[src/design/accel_step_detector_defines.svh]
// ----------------------------------------------------------------------------
// accel_step_detector_defines
// assertion macros shared by the step detector rtl
// ----------------------------------------------------------------------------
`ifndef ACCEL_STEP_DETECTOR_DEFINES_SVH
`define ACCEL_STEP_DETECTOR_DEFINES_SVH

// same-cycle implication, sampled on clk_i, off while in reset
`define ASD_ASSERT_IMP(label, ante, cons, msg) \
  label: assert property (@(posedge clk_i) disable iff (!rst_ni) (ante) |-> (cons)) \
    else $error(msg);

// next-cycle implication, sampled on clk_i, off while in reset
`define ASD_ASSERT_NXT(label, ante, cons, msg) \
  label: assert property (@(posedge clk_i) disable iff (!rst_ni) (ante) |=> (cons)) \
    else $error(msg);

`endif

[src/design/asd_pkg.sv]
// ----------------------------------------------------------------------------
// asd_pkg
// types and constants for the accelerometer step detector
// ----------------------------------------------------------------------------
package asd_pkg;

  // configuration register indexes
  localparam logic [1:0] REG_HIGH_THR = 2'd0;
  localparam logic [1:0] REG_LOW_THR  = 2'd1;
  localparam logic [1:0] REG_DEBOUNCE = 2'd2;

  localparam logic [15:0] HIGH_THR_RST = 16'd24576;
  localparam logic [15:0] LOW_THR_RST  = 16'd18022;
  localparam logic [15:0] DEBOUNCE_RST = 16'd250;

  // numerator of the cadence division, ms per minute
  localparam logic [15:0] CADENCE_NUM = 16'd60000;

  // status of a serial arithmetic unit
  typedef struct packed {
    logic busy;
    logic done;
  } srl_stat_t;

endpackage

[src/design/asd_sqr.sv]
// ----------------------------------------------------------------------------
// asd_sqr
// bit-serial squarer: one shift-add step per cycle, one step per bit of the operand
// ----------------------------------------------------------------------------
module asd_sqr import asd_pkg::*; (
  input  logic        clk_i,
  input  logic        rst_ni,
  input  logic        start_i,
  input  logic [15:0] operand_i,
  output srl_stat_t   stat_o,
  output logic [31:0] product_o
);

  logic [15:0] a_q;
  logic [31:0] p_q;
  logic [3:0]  cnt_q;
  logic        busy_q;
  logic        done_q;
  logic [16:0] add;

  // partial sum of the upper half, multiplier bit sits at p_q[0]
  assign add = {1'b0, p_q[31:16]} + (p_q[0] ? {1'b0, a_q} : 17'd0);

  always_ff @(posedge clk_i or negedge rst_ni) begin
    if (!rst_ni) begin
      cnt_q  <= '0;
      busy_q <= 1'b0;
      done_q <= 1'b0;
    end else if (start_i) begin
      cnt_q  <= '0;
      busy_q <= 1'b1;
      done_q <= 1'b0;
    end else if (busy_q) begin
      cnt_q <= cnt_q + 4'd1;
      if (cnt_q == 4'd15) begin
        busy_q <= 1'b0;
        done_q <= 1'b1;
      end
    end else begin
      done_q <= 1'b0;
    end
  end

  always_ff @(posedge clk_i) begin
    if (start_i) begin
      a_q <= operand_i;
      p_q <= {16'd0, operand_i};
    end else if (busy_q) begin
      p_q <= {add, p_q[15:1]};
    end
  end

  assign stat_o.busy = busy_q;
  assign stat_o.done = done_q;
  assign product_o   = p_q;

endmodule

[src/design/asd_div.sv]
// ----------------------------------------------------------------------------
// asd_div
// restoring divider for the cadence, one quotient bit per cycle
// ----------------------------------------------------------------------------
module asd_div import asd_pkg::*; (
  input  logic        clk_i,
  input  logic        rst_ni,
  input  logic        start_i,
  input  logic [31:0] divisor_i,
  output srl_stat_t   stat_o,
  output logic [15:0] quotient_o
);

  logic [31:0] div_q;
  logic [15:0] rem_q;
  logic [15:0] quo_q;
  logic [3:0]  cnt_q;
  logic        busy_q;
  logic        done_q;
  logic [16:0] trial;
  logic [16:0] diff;
  logic        ge;

  // quo_q shifts dividend bits out at the top and quotient bits in at the bottom
  assign trial = {rem_q, quo_q[15]};
  assign ge    = {15'd0, trial} >= div_q;
  assign diff  = trial - div_q[16:0];

  always_ff @(posedge clk_i or negedge rst_ni) begin
    if (!rst_ni) begin
      cnt_q  <= '0;
      busy_q <= 1'b0;
      done_q <= 1'b0;
    end else if (start_i) begin
      cnt_q  <= '0;
      busy_q <= 1'b1;
      done_q <= 1'b0;
    end else if (busy_q) begin
      cnt_q <= cnt_q + 4'd1;
      if (cnt_q == 4'd15) begin
        busy_q <= 1'b0;
        done_q <= 1'b1;
      end
    end else begin
      done_q <= 1'b0;
    end
  end

  always_ff @(posedge clk_i) begin
    if (start_i) begin
      div_q <= divisor_i;
      rem_q <= '0;
      quo_q <= CADENCE_NUM;
    end else if (busy_q) begin
      // remainder never exceeds the dividend, so 16 bits hold it
      rem_q <= ge ? diff[15:0] : trial[15:0];
      quo_q <= {quo_q[14:0], ge};
    end
  end

  assign stat_o.busy = busy_q;
  assign stat_o.done = done_q;
  assign quotient_o  = quo_q;

endmodule

[src/design/accel_step_detector.sv]
// ----------------------------------------------------------------------------
// accel_step_detector
// step detection with hysteresis on a three-axis accelerometer stream
// ----------------------------------------------------------------------------
// One input beat carries one sample (x, y, z, timestamp in ms); every
// sample gives exactly one output beat (step flag, cadence, above flag).
// The squared magnitude and the squared thresholds come out of one
// bit-serial squarer, five operands in turn; the cadence 60000 / interval
// comes from a bit-serial divider, run only when a step with a valid
// interval is reported. One sample is processed at a time, and the
// input takes no new beat until the core has loaded the last result.
// The result sits in an output register; the next sample is accepted
// while it waits, and a finished result only holds up the core when the
// previous one has not been taken yet.
// Configuration writes are taken on cfg_we_i and are meant to be made
// while no sample is in flight. Reset loads the default thresholds
// and debounce time, clears the above flag and both step times and
// empties the output register.
// ----------------------------------------------------------------------------
module accel_step_detector import asd_pkg::*; (
  input  logic        clk_i,
  input  logic        rst_ni,
  input  logic        cfg_we_i,
  input  logic [1:0]  cfg_idx_i,
  input  logic [15:0] cfg_data_i,
  input  logic        s_axis_tvalid,
  output logic        s_axis_tready,
  // accel_x [15:0], accel_y [31:16], accel_z [47:32], time_ms [79:48]
  input  logic [79:0] s_axis_tdata,
  output logic        m_axis_tvalid,
  input  logic        m_axis_tready,
  // step_detected [0], cadence [16:1], is_above [17], zero [23:18]
  output logic [23:0] m_axis_tdata
);

`include "accel_step_detector_defines.svh"

  typedef enum logic [4:0] {
    ST_IDLE = 5'b00001,
    ST_SQR  = 5'b00010,
    ST_CMP  = 5'b00100,
    ST_DIV  = 5'b01000,
    ST_DONE = 5'b10000
  } state_e;

  state_e state_q, state_d;

  logic [15:0] high_thr_q, low_thr_q, debounce_q;
  logic        above_q, above_d;
  logic [31:0] last_q, last_d;
  logic [31:0] prev_q, prev_d;

  logic [15:0] x_q, y_q, z_q;
  logic [31:0] time_q;
  logic [2:0]  idx_q, idx_d;
  logic [31:0] sum_q, sum_d;
  logic [31:0] hi_sq_q, hi_sq_d;
  logic [31:0] lo_sq_q, lo_sq_d;

  logic        res_step_q, res_step_d;
  logic [15:0] res_cad_q, res_cad_d;
  logic        res_above_q, res_above_d;

  logic        out_valid_q, out_valid_d;
  logic [23:0] out_data_q;
  logic        out_load;

  logic        in_fire;
  logic        sqr_start;
  logic [15:0] sqr_op;
  logic [2:0]  sqr_sel;
  srl_stat_t   sqr_stat;
  logic [31:0] sqr_prod;

  logic        div_start;
  logic [31:0] div_den;
  srl_stat_t   div_stat;
  logic [15:0] div_quo;

  logic [31:0] elapsed;

  assign s_axis_tready = (state_q == ST_IDLE);
  assign in_fire       = s_axis_tvalid && s_axis_tready;

  // configuration registers
  always_ff @(posedge clk_i or negedge rst_ni) begin
    if (!rst_ni) begin
      high_thr_q <= HIGH_THR_RST;
      low_thr_q  <= LOW_THR_RST;
      debounce_q <= DEBOUNCE_RST;
    end else if (cfg_we_i) begin
      case (cfg_idx_i)
        REG_HIGH_THR: high_thr_q <= cfg_data_i;
        REG_LOW_THR:  low_thr_q  <= cfg_data_i;
        REG_DEBOUNCE: debounce_q <= cfg_data_i;
        default: ;
      endcase
    end
  end

  // operand select: |x|, |y|, |z|, high, low
  always_comb begin
    case (sqr_sel)
      3'd0:    sqr_op = x_q[15] ? (~x_q + 16'd1) : x_q;
      3'd1:    sqr_op = y_q[15] ? (~y_q + 16'd1) : y_q;
      3'd2:    sqr_op = z_q[15] ? (~z_q + 16'd1) : z_q;
      3'd3:    sqr_op = high_thr_q;
      3'd4:    sqr_op = low_thr_q;
      default: sqr_op = '0;
    endcase
  end

  assign elapsed = time_q - last_q;

  always_comb begin
    state_d     = state_q;
    idx_d       = idx_q;
    sum_d       = sum_q;
    hi_sq_d     = hi_sq_q;
    lo_sq_d     = lo_sq_q;
    above_d     = above_q;
    last_d      = last_q;
    prev_d      = prev_q;
    res_step_d  = res_step_q;
    res_cad_d   = res_cad_q;
    res_above_d = res_above_q;
    out_valid_d = out_valid_q;
    out_load    = 1'b0;
    sqr_start   = 1'b0;
    sqr_sel     = idx_q;
    div_start   = 1'b0;
    div_den     = last_q - prev_q;

    if (m_axis_tvalid && m_axis_tready) begin
      out_valid_d = 1'b0;
    end

    case (state_q)
      ST_IDLE: begin
        if (in_fire) begin
          // the first operand comes from the input regs loaded this edge
          idx_d   = 3'd0;
          sum_d   = '0;
          state_d = ST_SQR;
        end
      end
      ST_SQR: begin
        if (!sqr_stat.busy && !sqr_stat.done) begin
          sqr_start = 1'b1;
        end else if (sqr_stat.done) begin
          case (idx_q)
            3'd3:    hi_sq_d = sqr_prod;
            3'd4:    lo_sq_d = sqr_prod;
            default: sum_d   = sum_q + sqr_prod;
          endcase
          if (idx_q == 3'd4) begin
            state_d = ST_CMP;
          end else begin
            idx_d     = idx_q + 3'd1;
            sqr_sel   = idx_q + 3'd1;
            sqr_start = 1'b1;
          end
        end
      end
      ST_CMP: begin
        res_step_d = 1'b0;
        res_cad_d  = '0;
        state_d    = ST_DONE;
        if (!above_q && (sum_q > hi_sq_q)) begin
          above_d = 1'b1;
          if (elapsed >= {16'd0, debounce_q}) begin
            res_step_d = 1'b1;
            prev_d     = last_q;
            last_d     = time_q;
            // interval only counts when the earlier step time is nonzero and the two are ordered
            if ((prev_q != '0) && (last_q > prev_q)) begin
              div_start = 1'b1;
              state_d   = ST_DIV;
            end
          end
        end else if (above_q && (sum_q < lo_sq_q)) begin
          above_d = 1'b0;
        end
        res_above_d = above_d;
      end
      ST_DIV: begin
        if (div_stat.done) begin
          res_cad_d = div_quo;
          state_d   = ST_DONE;
        end
      end
      ST_DONE: begin
        if (!out_valid_q || m_axis_tready) begin
          out_load    = 1'b1;
          out_valid_d = 1'b1;
          state_d     = ST_IDLE;
        end
      end
      default: state_d = ST_IDLE;
    endcase
  end

  always_ff @(posedge clk_i or negedge rst_ni) begin
    if (!rst_ni) begin
      state_q     <= ST_IDLE;
      above_q     <= 1'b0;
      last_q      <= '0;
      prev_q      <= '0;
      out_valid_q <= 1'b0;
    end else begin
      state_q     <= state_d;
      above_q     <= above_d;
      last_q      <= last_d;
      prev_q      <= prev_d;
      out_valid_q <= out_valid_d;
    end
  end

  always_ff @(posedge clk_i) begin
    if (in_fire) begin
      x_q    <= s_axis_tdata[15:0];
      y_q    <= s_axis_tdata[31:16];
      z_q    <= s_axis_tdata[47:32];
      time_q <= s_axis_tdata[79:48];
    end
    idx_q       <= idx_d;
    sum_q       <= sum_d;
    hi_sq_q     <= hi_sq_d;
    lo_sq_q     <= lo_sq_d;
    res_step_q  <= res_step_d;
    res_cad_q   <= res_cad_d;
    res_above_q <= res_above_d;
    if (out_load) begin
      out_data_q <= {6'd0, res_above_q, res_cad_q, res_step_q};
    end
  end

  asd_sqr u_sqr (
    .clk_i     (clk_i),
    .rst_ni    (rst_ni),
    .start_i   (sqr_start),
    .operand_i (sqr_op),
    .stat_o    (sqr_stat),
    .product_o (sqr_prod)
  );

  asd_div u_div (
    .clk_i      (clk_i),
    .rst_ni     (rst_ni),
    .start_i    (div_start),
    .divisor_i  (div_den),
    .stat_o     (div_stat),
    .quotient_o (div_quo)
  );

  assign m_axis_tvalid = out_valid_q;
  assign m_axis_tdata  = out_data_q;

  `ASD_ASSERT_NXT(a_busy_after_accept, in_fire, !s_axis_tready, "input taken while busy")
  `ASD_ASSERT_IMP(a_step_implies_above, m_axis_tvalid && m_axis_tdata[0], m_axis_tdata[17],
    "step reported without above flag")
  `ASD_ASSERT_IMP(a_cadence_needs_step, m_axis_tvalid && (m_axis_tdata[16:1] != 16'd0),
    m_axis_tdata[0], "cadence without a step")
  `ASD_ASSERT_IMP(a_div_only_in_div, div_stat.busy, state_q == ST_DIV,
    "divider running outside its state")

endmodule

[config.mk]
export PLATFORM = sky130hd
export DESIGN_NAME = accel_step_detector
export DESIGN_NICKNAME = d
export VERILOG_FILES = /design/src/design/asd_pkg.sv /design/src/design/asd_sqr.sv /design/src/design/asd_div.sv /design/src/design/accel_step_detector.sv
export VERILOG_INCLUDE_DIRS = /design/src /design/src/design
export SDC_FILE = /design/constraint.sdc
export NUM_CORES = 1
export LEC_CHECK = 0
export ABC_AREA = 1
export ABC_CLOCK_PERIOD_IN_PS = 7150
export BUFFER_PORTS_ARGS = -buffer_cell sky130_fd_sc_hd__buf_2
export CORE_ASPECT_RATIO = 0.5
export CORE_MARGIN = 2
export CORE_UTILIZATION = 50
export DETAILED_ROUTE_END_ITERATION = 8
export GPL_TIMING_DRIVEN = 0
export PLACE_DENSITY = 0.78
export SLEW_MARGIN = 20
export SYNTH_ARGS = -nofsm -noshare
export SYNTH_HDL_FRONTEND = slang
export SYNTH_SLANG_ARGS = --single-unit
[constraint.sdc]
create_clock -name clk_i -period 7.15 [get_ports clk_i]
set_clock_uncertainty 0.15 [all_clocks]
set_input_delay 1.0725 -clock clk_i [delete_from_list [all_inputs] [get_ports clk_i]]
set_output_delay 1.0725 -clock clk_i [all_outputs]
set_load 0.01 [all_outputs]
# [Yosys cells after proc, flatten, opt, wreduce, memory -nomap -nowiden]
# Index checks and enable logic that the tools add are counted.
[totals] regBits=458 input_bits=103 wordCells=168
[classes] bitwise_logic=4 order_cmp=5 muxes=63 n_reduce_logical=29 eq_ne=24 addsub=11
[ops] operator="2-to-1 mux 16 bit" n=8
[ops] operator="2-to-1 mux 32 bit" n=4
[ops] operator="one-hot mux 16 bit (5 select lines)" n=1
[ops] operator="> comparator 32 bit" n=2
[ops] operator="one-hot mux 32 bit (2 select lines)" n=1
[ops] operator="subtractor 32 bit" n=2
[ops] operator="adder 16 x 1 -> 16 bit (second input constant)" n=3
[ops] operator="inverter 16 bit" n=3
[ops] operator="2-to-1 mux 5 bit" n=9
[ops] operator="adder 32 bit" n=1
[ops] operator=">= comparator 17 x 32 -> 1 bit" n=1
[ops] operator=">= comparator 32 x 16 -> 1 bit" n=1
[ops] operator="< comparator 32 bit" n=1
[ops] operator="one-hot mux 16 bit (2 select lines)" n=1
[ops] operator="nonzero test 32 bit" n=1
[ops] operator="2-to-1 mux 1 bit" n=28
[ops] operator="one-hot mux 5 bit (5 select lines)" n=1
[ops] operator="adder 16 x 16 -> 17 bit" n=1
[ops] operator="2-to-1 mux 4 bit" n=4
[ops] operator="subtractor 16 bit" n=1
[ops] operator="2-to-1 mux 3 bit" n=5
[ops] operator="AND reduction 2 bit" n=5
[ops] operator="equality test 3 x 2 -> 1 bit (second input constant)" n=3
[ops] operator="adder 4 x 1 -> 4 bit (second input constant)" n=2
[ops] operator="other kinds (27)" n=47

# [Depth between registers and ports, before layout]
# Gate-level depths: netlist of run 1.
[logic_depth] ltp_word=8 ltp_mapped=28 mapped_depth_nobuf=26

# [By module]
# Synthesis of run 1 repeated with hierarchy kept, for this count alone.
[unflattened] hier_cells=3463 area_unflattened_um2=28207.1
[by_module_without_submodules] module="accel_step_detector" cells_per_inst=2606 instances=1 area_each_um2=21365.5
[by_module_without_submodules] module="asd_div" cells_per_inst=463 instances=1 area_each_um2=3814.9
[by_module_without_submodules] module="asd_sqr" cells_per_inst=394 instances=1 area_each_um2=3026.7

# [Worst setup path before layout of run 1]
# No wires, ideal clock.
[synth_path] path_type="register to register" start="reg state_q[0]" end="reg time_q[0] (enable)" path_stages_with_launch=5 path_slack_ns=1.846 n_path_buf=0 arrival_time_ns=4.635 synth_period_minus_slack_ns=5.304 cell_sequence="dfstp_2 > inv_1 > nor4_1 > inv_1 > nor2_1"
[synth_via] elab_chain_cells=2
[synth_lines] item="start: declaration" line="accel_step_detector.sv:46" text="state_e state_q, state_d;"
[synth_lines] item="start signal: assignment" line="accel_step_detector.sv:211" text="state_q <= state_d;"
[synth_lines] item="equality test 5 x 1 -> 1 bit" line="accel_step_detector.sv:82" text="assign s_axis_tready = (state_q == ST_IDLE);"
[synth_lines] item="via s_axis_tready" line="accel_step_detector.sv:27" text="output logic s_axis_tready,"
[synth_lines] item="logical AND 1 bit" line="accel_step_detector.sv:83" text="assign in_fire = s_axis_tvalid && s_axis_tready;"
[synth_lines] item="via in_fire" line="accel_step_detector.sv:68" text="logic in_fire;"
[synth_lines] item="end signal: assignment" line="accel_step_detector.sv:224" text="time_q <= s_axis_tdata[79:48];"
[synth_lines] item="end: declaration" line="accel_step_detector.sv:54" text="logic [31:0] time_q;"
# The timed path passes the listed nets, and every way through them passes these cells.
# A chain may end at the register's enable or synchronous reset.

# [Worst setup path in the final report of run 1]
[layout_path] start="reg time_q[0]" end="reg u_div.div_q[25] (enable)"
[layout_via] elab_chain_cells=5
[layout_lines] item="subtractor 32 bit" line="accel_step_detector.sv:113" text="assign elapsed = time_q - last_q;"
[layout_lines] item=">= comparator 32 x 16 -> 1 bit" line="accel_step_detector.sv:171" text="if (elapsed >= {16'd0, debounce_q}) begin"
[layout_lines] item="2-to-1 mux 1 bit" line="accel_step_detector.sv:171"
[layout_lines] item="2-to-1 mux 1 bit" line="accel_step_detector.sv:169" text="if (!above_q && (sum_q > hi_sq_q)) begin"
[layout_lines] item="2-to-1 mux 1 bit" line="accel_step_detector.sv:138" text="case (state_q)"
[layout_lines] item="via div_start" line="accel_step_detector.sv:75" text="logic div_start;"
[layout_lines] item="end signal: assignment" line="asd_div.sv:51" text="div_q <= divisor_i;"
[layout_lines] item="end: declaration" line="asd_div.sv:14" text="logic [31:0] div_q;"
# The timed path passes the listed nets, and every way through them passes these cells.

==> run_results.csv, run 1 <==
group,metric,value,unit
power,p_leak,14.9,nW
timing,relSlewSlack,0.371,
clock_network,htree_levels,2,
setup_path,path_class,"flop to flop",
synth,synth_top_area_frac,0.306,
die,die-area,56800,µm²
timing,finalCriticalPeriod,4560,ps
die,fp.dieH,170,µm
setup_path,worst_setup_path_start_kind,"flop",
timing,fmax,220,MHz
power,sequentialPowerShare,0.376,
cells_and_area,drive_gt1_frac,0.111,
synth,yosysMostFrequentCell,"nand2_1",
timing,holdWs,191,ps
detailed_routing,dr.pass1.iters,8,
synth,synth_seq_area_share,0.461,
clock_network,cts_tree,"done",
setup_path,arrival,4600,ps
timing,timing.final.ws_setup,2590,ps
synth,synth_ff_type,"edfxtp_1",
job,cap_violations,0,
die,row_count,60,
die,pin_count,129,
synth,avgSynthCellArea,8.43,µm²
global_routing,track_usage,0.238,
clock_network,cts_sinks,458,
timing,hold_viol_final,0,
timing,finalMaxSlewViolations,0,
global_routing,gr-total-overflow,0,
synth,synth_adder_area_share,0.101,
synth,ys_ff_latch,458,
die,core_area,54000,µm²
cells_and_area,fillers,4733,
synth,async_reset_ff_frac,0.286,
global_routing,grt_max_degree,99,
global_routing,grt_first_pass_wirelength,109,mm
placed_design,globalplace.congestion,0.939,
power,combPwrFrac,0.398,
cells_and_area,fin_util,0.566,
min_path,hold_class,"primary input to asynchronous set/reset pin",
placed_design,port_buffers,122,
timing,rsz0062_at_grt,"false",
power,switchingPower,4.19,mW
timing,setup_violations,0,
detailed_routing,routed_wirelength,67.0,mm
die,start_util,0.508,
clock_network,cts.repair.resized,0,
placed_design,placed_area,29200,µm²
timing,worst_pin_slew,936,ps
detailed_routing,wl_per_cell,16.0,µm
die,fp.dieW,335,µm
timing,setup_tns,0,ps
synth,synth-simple-area-share,0.194,
power,p_sw_frac,0.408,
cells_and_area,syn2layout_area_growth,11.6,%
clock_network,cts_setup_buffers,0,
synth,synth_common_cells,"761 x nand2_1, 562 x inv_1, 279 x edfxtp_1",
setup_path,critPathCaptureType,"flop",
synth,synth_warnings,0,
synth,synth-edff-count,279,
power,vdd_drop_max,0.000195,V
cells_and_area,final_cell_area,30600,µm²
clock_network,insertion_delay,590,ps
power,clockPowerShare,0.227,
synth,synth_area_leaders,"edfxtp_1 31%, dfrtp_1 11%, nand2_1 10%",
synth,muxShareOfSynthArea,0,
run_status,status,"finished clean",
synth,synth_top_family_by_area,"simple AND/OR/NAND/NOR gates",
detailed_routing,via_per_inst,5.31,
synth,synth_xor_area_frac,0.0281,
detailed_routing,drt_iter0_markers,1933,
clock_network,clkTransAtPathRegs,70,ps
power,power.density,337,nW/µm²
clock_network,cts_made_buffers,43,
clock_network,cts.path.max_buffers,3,
synth,ys_types,63,
timing,period_share,0.637,
synth,syn-cell-area,27400,µm²
synth,netlist_instances,3252,
detailed_routing,num_vias,22239,
global_routing,antenna_found_initial,3,
cells_and_area,fin_nets,3759,
power,p_int,6.10,mW
setup_path,critPathRequiredTime,7190,ps
clock_network,cts_root_buf,"clkbuf_16",
detailed_routing,antenna_left,0,
synth,synth_largest_area_cell,"edfxtp_1",
setup_path,worst-path-max-fanout,32,
global_routing,first_global_vias,21462,
synth,synth_compound_area_frac,0.125,
placed_design,dp_hpwl,51.8,mm
placed_design,pre_cts_ws,2650,ps
detailed_routing,drc,0,
clock_network,holdBufCountCts,0,
-- layout make-up --
| class | count | area [µm²] | share of cell area |
|---|---|---|---|
| flip-flops and latches | 458 | 12600 | 0.413 |
| clock buffers | 51 | 1180 | 0.0386 |
| well taps | 713 | 892 | 0.0292 |
| plain buffers | 59 | 315 | 0.0103 |
| clock inverters | 29 | 233 | 0.00761 |
| multi-input cells | 2167 | 12400 | 0.404 |
| repair buffers | 135 | 807 | 0.0264 |
| inverters | 573 | 2150 | 0.0703 |
| diodes | 3 | 7.51 | 0.000246 |
-- through the flow --
stage	power, mW	instances
floorplan	6.68	3257
global placement	7.74	4092
detailed placement	7.91	4105
CTS	10.3	4185
global route	11.0	4188
finish	10.3	4188
-- worst max-delay path, cell delays in order (launching register included) --
cell	delay, ps
edfxtp_1	400
inv_1	60
ha_1	210
fa_1	420
inv_1	70
nand2_1	40
nand2_1	100
nand3_1	100
nand2_2	130
nand2_1	60
nand2_1	150
xor2_1	90
ha_1	280
nand2_1	60
nor2_1	100
a211oi_1	50
nand2_1	70
nand2_1	50
nand2_1	90
nor2_1	50
nand2_1	50
nor2_1	50
nand2_2	170
nand4_1	260
buf_2	320
inv_2	530
-- per-layer routing --
metal / track usage / up-vias / wire [µm]
met1: 0.316 / 10446 / 29300
met3: 0.0334 / 121 / 3830
li1: - / 11066 / -
met2: 0.407 / 606 / 32100
met5: 0 / - / 0
met4: 0.0698 / 0 / 1740
-- placed cells by master (no fill, tap or decap), types with 7 or more instances in the layout --
master / instances
buf_2: 132
nand3_1: 88
o211ai_1: 10
a21o_1: 7
nand3b_1: 10
nand2_1: 761
ha_1: 214
a21oi_1: 227
nand2_2: 55
xnor2_1: 29
clkbuf_1: 33
a31oi_1: 9
edfxtp_1: 279
clkbuf_16: 46
clkinv_4: 8
dfstp_2: 16
inv_2: 9
o21a_1: 22
o21ai_1: 8
nor3_1: 24
xor2_1: 59
nand4_1: 39
inv_1: 561
o21ai_2: 42
buf_4: 18
nor4_1: 24
o21bai_1: 12
o21ai_0: 224
nor2_1: 220
dfxtp_1: 48
dfrtp_1: 115
-- cells by family (layout without fill, tap and decap cells) --
kind of cell,count (synthesis),in the layout
adders and majority gates,219,219
and+or+nand+nor,1252,1252
AOI/OAI and AO/OA,602,602
DFF,458,458
xor gates and xnor gates,88,88
other,1,9
buffers and inverters,632,847
-- power by group through the flow --
stage          clock network, mW  registers, mW  logic [mW]
6_report                    2.33           3.87        4.09
5_1_grt                     2.46           3.91        4.66
4_1_cts                     2.36           3.86        4.04
3_5_place_dp                   0           3.91        4.00
3_3_place_gp                   0           3.93        3.81
2_1_floorplan                  0           3.74        2.94
-- final timing paths --
path / cells after the start / slack [ps] / start / to
worst min-delay path: 1 / 190 / rst_ni / m_axis_tvalid$_DFF_PN0_
worst min register to register: 0 / 260 / res_cad_q[1]$_SDFFCE_PP0P_ / m_axis_tdata[2]$_DFFE_PP_
worst max-delay path: 25 / 2590 / time_q[0]$_DFFE_PP_ / u_div.div_q[25]$_DFFE_PP_
worst max register to register: 25 / 2590 / time_q[0]$_DFFE_PP_ / u_div.div_q[25]$_DFFE_PP_
max in group asynchronous: 2 / 5850 / rst_ni / prev_q[17]$_DFFE_PN0P_
min in group clk_i: 0 / 260 / res_cad_q[1]$_SDFFCE_PP0P_ / m_axis_tdata[2]$_DFFE_PP_
-- state kept, by name, indices dropped and copies added, names as in the netlist, 5 cells and up --
name / count
x_q: 16
z_q: 16
debounce_q: 16
sum_q: 32
hi_sq_q: 32
prev_q: 32
last_q: 32
u_div.div_q: 32
high_thr_q: 16
m_axis_tdata: 18
u_sqr.a_q: 16
u_div.quotient_o: 16
u_div.rem_q: 16
res_cad_q: 16
time_q: 32
lo_sq_q: 32
u_sqr.product_o: 32
low_thr_q: 16
state_q: 5
y_q: 16
Power figures use the tool's default switching activity.
==> run 2: changes to the inputs <==
--- a/config.mk
+++ b/config.mk
@@ -7,14 +7,14 @@
 export NUM_CORES = 1
 export LEC_CHECK = 0
 export ABC_AREA = 1
-export ABC_CLOCK_PERIOD_IN_PS = 7150
+export ABC_CLOCK_PERIOD_IN_PS = 4150
 export BUFFER_PORTS_ARGS = -buffer_cell sky130_fd_sc_hd__buf_2
 export CORE_ASPECT_RATIO = 0.5
 export CORE_MARGIN = 2
 export CORE_UTILIZATION = 50
 export DETAILED_ROUTE_END_ITERATION = 8
 export GPL_TIMING_DRIVEN = 0
-export PLACE_DENSITY = 0.78
+export PLACE_DENSITY = 0.81
 export SLEW_MARGIN = 20
 export SYNTH_ARGS = -nofsm -noshare
 export SYNTH_HDL_FRONTEND = slang
==> constraint.sdc (replaced) <==
create_clock -name clk_i -period 4.15 [get_ports clk_i]
set_clock_uncertainty 0.15 [all_clocks]
set_input_delay 0.6225 -clock clk_i [delete_from_list [all_inputs] [get_ports clk_i]]
set_output_delay 0.6225 -clock clk_i [all_outputs]
set_load 0.01 [all_outputs]
==> run 2 against run 1 <==
Compared with the run above:
- sequential share of layout area shrank 0.23 points
- final area up 0.55%
- via count grew 1.1%
- critical path depth stayed put
- setup slack worse by 2300 ps
- register-to-register slack worse by 2300 ps
- non-clock buffer count rose by 4
- hold slack worse by 130 ps
- critical path type unchanged
==> run_results.csv, run 2 (synthesis results as in run 1) <==
group,metric,value,unit
run_status,status,"finished clean",
setup_path,critPathCaptureType,"flop",
die,start_util,0.508,
placed_design,dp_hpwl,52.3,mm
power,combPwrFrac,0.397,
global_routing,grt_max_degree,70,
detailed_routing,antenna_left,0,
global_routing,antenna_found_initial,3,
cells_and_area,fin_util,0.570,
detailed_routing,via_per_inst,5.36,
cells_and_area,final_cell_mix,"757 x nand2_1, 561 x inv_1, 279 x edfxtp_1, 227 x a21oi_1, 222 x o21ai_0",
clock_network,cts_made_buffers,42,
timing,finalMaxSlewViolations,0,
timing,timing.final.ws_setup,259,ps
clock_network,cts_root_buf,"clkbuf_16",
placed_design,pre_cts_ws,-282,ps
detailed_routing,drc,0,
setup_path,rr_startpoint,"time_q[4]$_DFFE_PP_",
power,p_int,10.7,mW
detailed_routing,num_vias,22473,
job,cap_violations,0,
power,clockPowerShare,0.230,
placed_design,globalplace.congestion,0.965,
min_path,hold_class,"primary input to flop",
timing,period_share,0.938,
clock_network,clkTransAtPathRegs,70,ps
timing,fmax,257,MHz
setup_path,path_class,"flop to flop",
min_path,worstHoldStart,"s_axis_tdata[0]",
cells_and_area,final_cell_area,30700,µm²
clock_network,cts.path.max_buffers,3,
cells_and_area,fillers,4624,
die,fp.dieH,170,µm
die,row_count,60,
cells_and_area,drive_gt1_frac,0.115,
clock_network,cts_tree,"done",
setup_path,worst-path-max-fanout,10,
timing,finalCriticalPeriod,3890,ps
cells_and_area,fin_nets,3762,
die,core_area,54000,µm²
detailed_routing,wl_per_cell,16.1,µm
timing,relSlewSlack,0.378,
timing,worst_pin_slew,924,ps
die,die-area,56800,µm²
detailed_routing,routed_wirelength,67.3,mm
power,p_leak,14.9,nW
global_routing,gr-total-overflow,0,
cells_and_area,final_common_cell,"nand2_1",
placed_design,placed_area,29100,µm²
setup_path,arrival,4190,ps
power,p_sw_frac,0.405,
placed_design,port_buffers,122,
global_routing,first_global_vias,21621,
clock_network,insertion_delay,590,ps
detailed_routing,dr.pass1.iters,8,
power,sequentialPowerShare,0.372,
power,vdd_drop_max,0.000345,V
global_routing,track_usage,0.238,
setup_path,critPathRequiredTime,4450,ps
global_routing,grt_first_pass_wirelength,109,mm
power,switchingPower,7.26,mW
detailed_routing,drt_iter0_markers,1835,
timing,hold_viol_final,0,
setup_path,worst_setup_path_start_kind,"flop",
power,power.density,583,nW/µm²
setup_path,startpoint,"time_q[4]$_DFFE_PP_",
clock_network,htree_levels,2,
cells_and_area,syn2layout_area_growth,12.2,%
timing,setup_violations,0,
die,fp.dieW,335,µm
die,pin_count,129,
clock_network,cts_sinks,458,
-- run 2: repair_timing --
item                                    in CTS  in global routing
buffers inserted                             0                  4
gates resized for setup                      3                 23
hold buffers                                 1                  0
endpoints found under the hold margin       52                  0
endpoints found under the setup margin      32                135
pin swaps                                    0                  3
-- run 2: metal layers --
layer	track usage	share of wire	up-vias
met4	0.0665	0.025	0
met5	0	0	-
met1	0.315	0.44	10650
met3	0.0318	0.058	117
met2	0.411	0.48	654
li1	-	-	11052
-- run 2: cell type report --
class,instances,area [µm²],area share
Sequential cell,458,12600,0.411
Multi-Input combinational cell,2167,12400,0.404
Buffer,59,329,0.0107
Clock inverter,20,203,0.00659
Timing Repair Buffer,139,843,0.0274
Clock buffer,57,1260,0.0411
Inverter,573,2160,0.0702
Tap cell,713,892,0.0290
Antenna cell,3,7.51,0.000244
-- run 2: worst paths after layout --
| path | slack (ps) | cells after the start | to |
|---|---|---|---|
| hold reg to reg | 260 | 0 | m_axis_tdata[2]$_DFFE_PP_ |
| max in group asynchronous | 2680 | 3 | prev_q[23]$_DFFE_PN0P_ |
| setup / recovery | 260 | 25 | prev_q[27]$_DFFE_PN0P_ |
| hold / removal | 60 | 1 | x_q[0]$_DFFE_PP_ |
| min in group asynchronous | 420 | 2 | u_div.done_q$_DFFE_PN0P_ |
| setup reg to reg | 260 | 25 | prev_q[27]$_DFFE_PN0P_ |
-- run 2: power groups by stage --
stage	clock (mW)	sequential (mW)	combinational [mW]
global route	4.37	6.75	8.02
global placement	0	6.74	6.60
floorplan	0	6.43	5.07
finish	4.13	6.67	7.12
CTS	4.20	6.65	7.00
detailed placement	0	6.74	6.94
-- run 2: critical path, stage by stage, from the launching register on --
cell	delay, ps
edfxtp_1	470
ha_1	400
nand2_1	120
nor2_1	140
nand2_1	60
nand3_1	110
xor2_1	190
ha_1	270
a21oi_1	150
nor2_1	60
nor3_1	180
nand2_1	100
nand2_1	60
nand2_1	50
nand2_1	60
nand2_1	70
nor2_1	90
nand2_1	50
nor2_1	110
nand2_2	160
nand2_4	160
nor2_8	60
buf_8	170
buf_6	170
nand2_2	70
o21ai_2	50
-- run 2: per-stage QoR --
stage / cells / hold slack [ps] / total power, mW / TNS, ps
floorplan: 3257 / 177 / 11.5 / 0
global route: 4189 / 38.0 / 19.1 / -4.63
finish: 4189 / 62.3 / 17.9 / 0
detailed placement: 4104 / 260 / 13.7 / -8890
CTS: 4182 / 37.4 / 17.8 / 0
global placement: 4092 / 254 / 13.3 / -234600
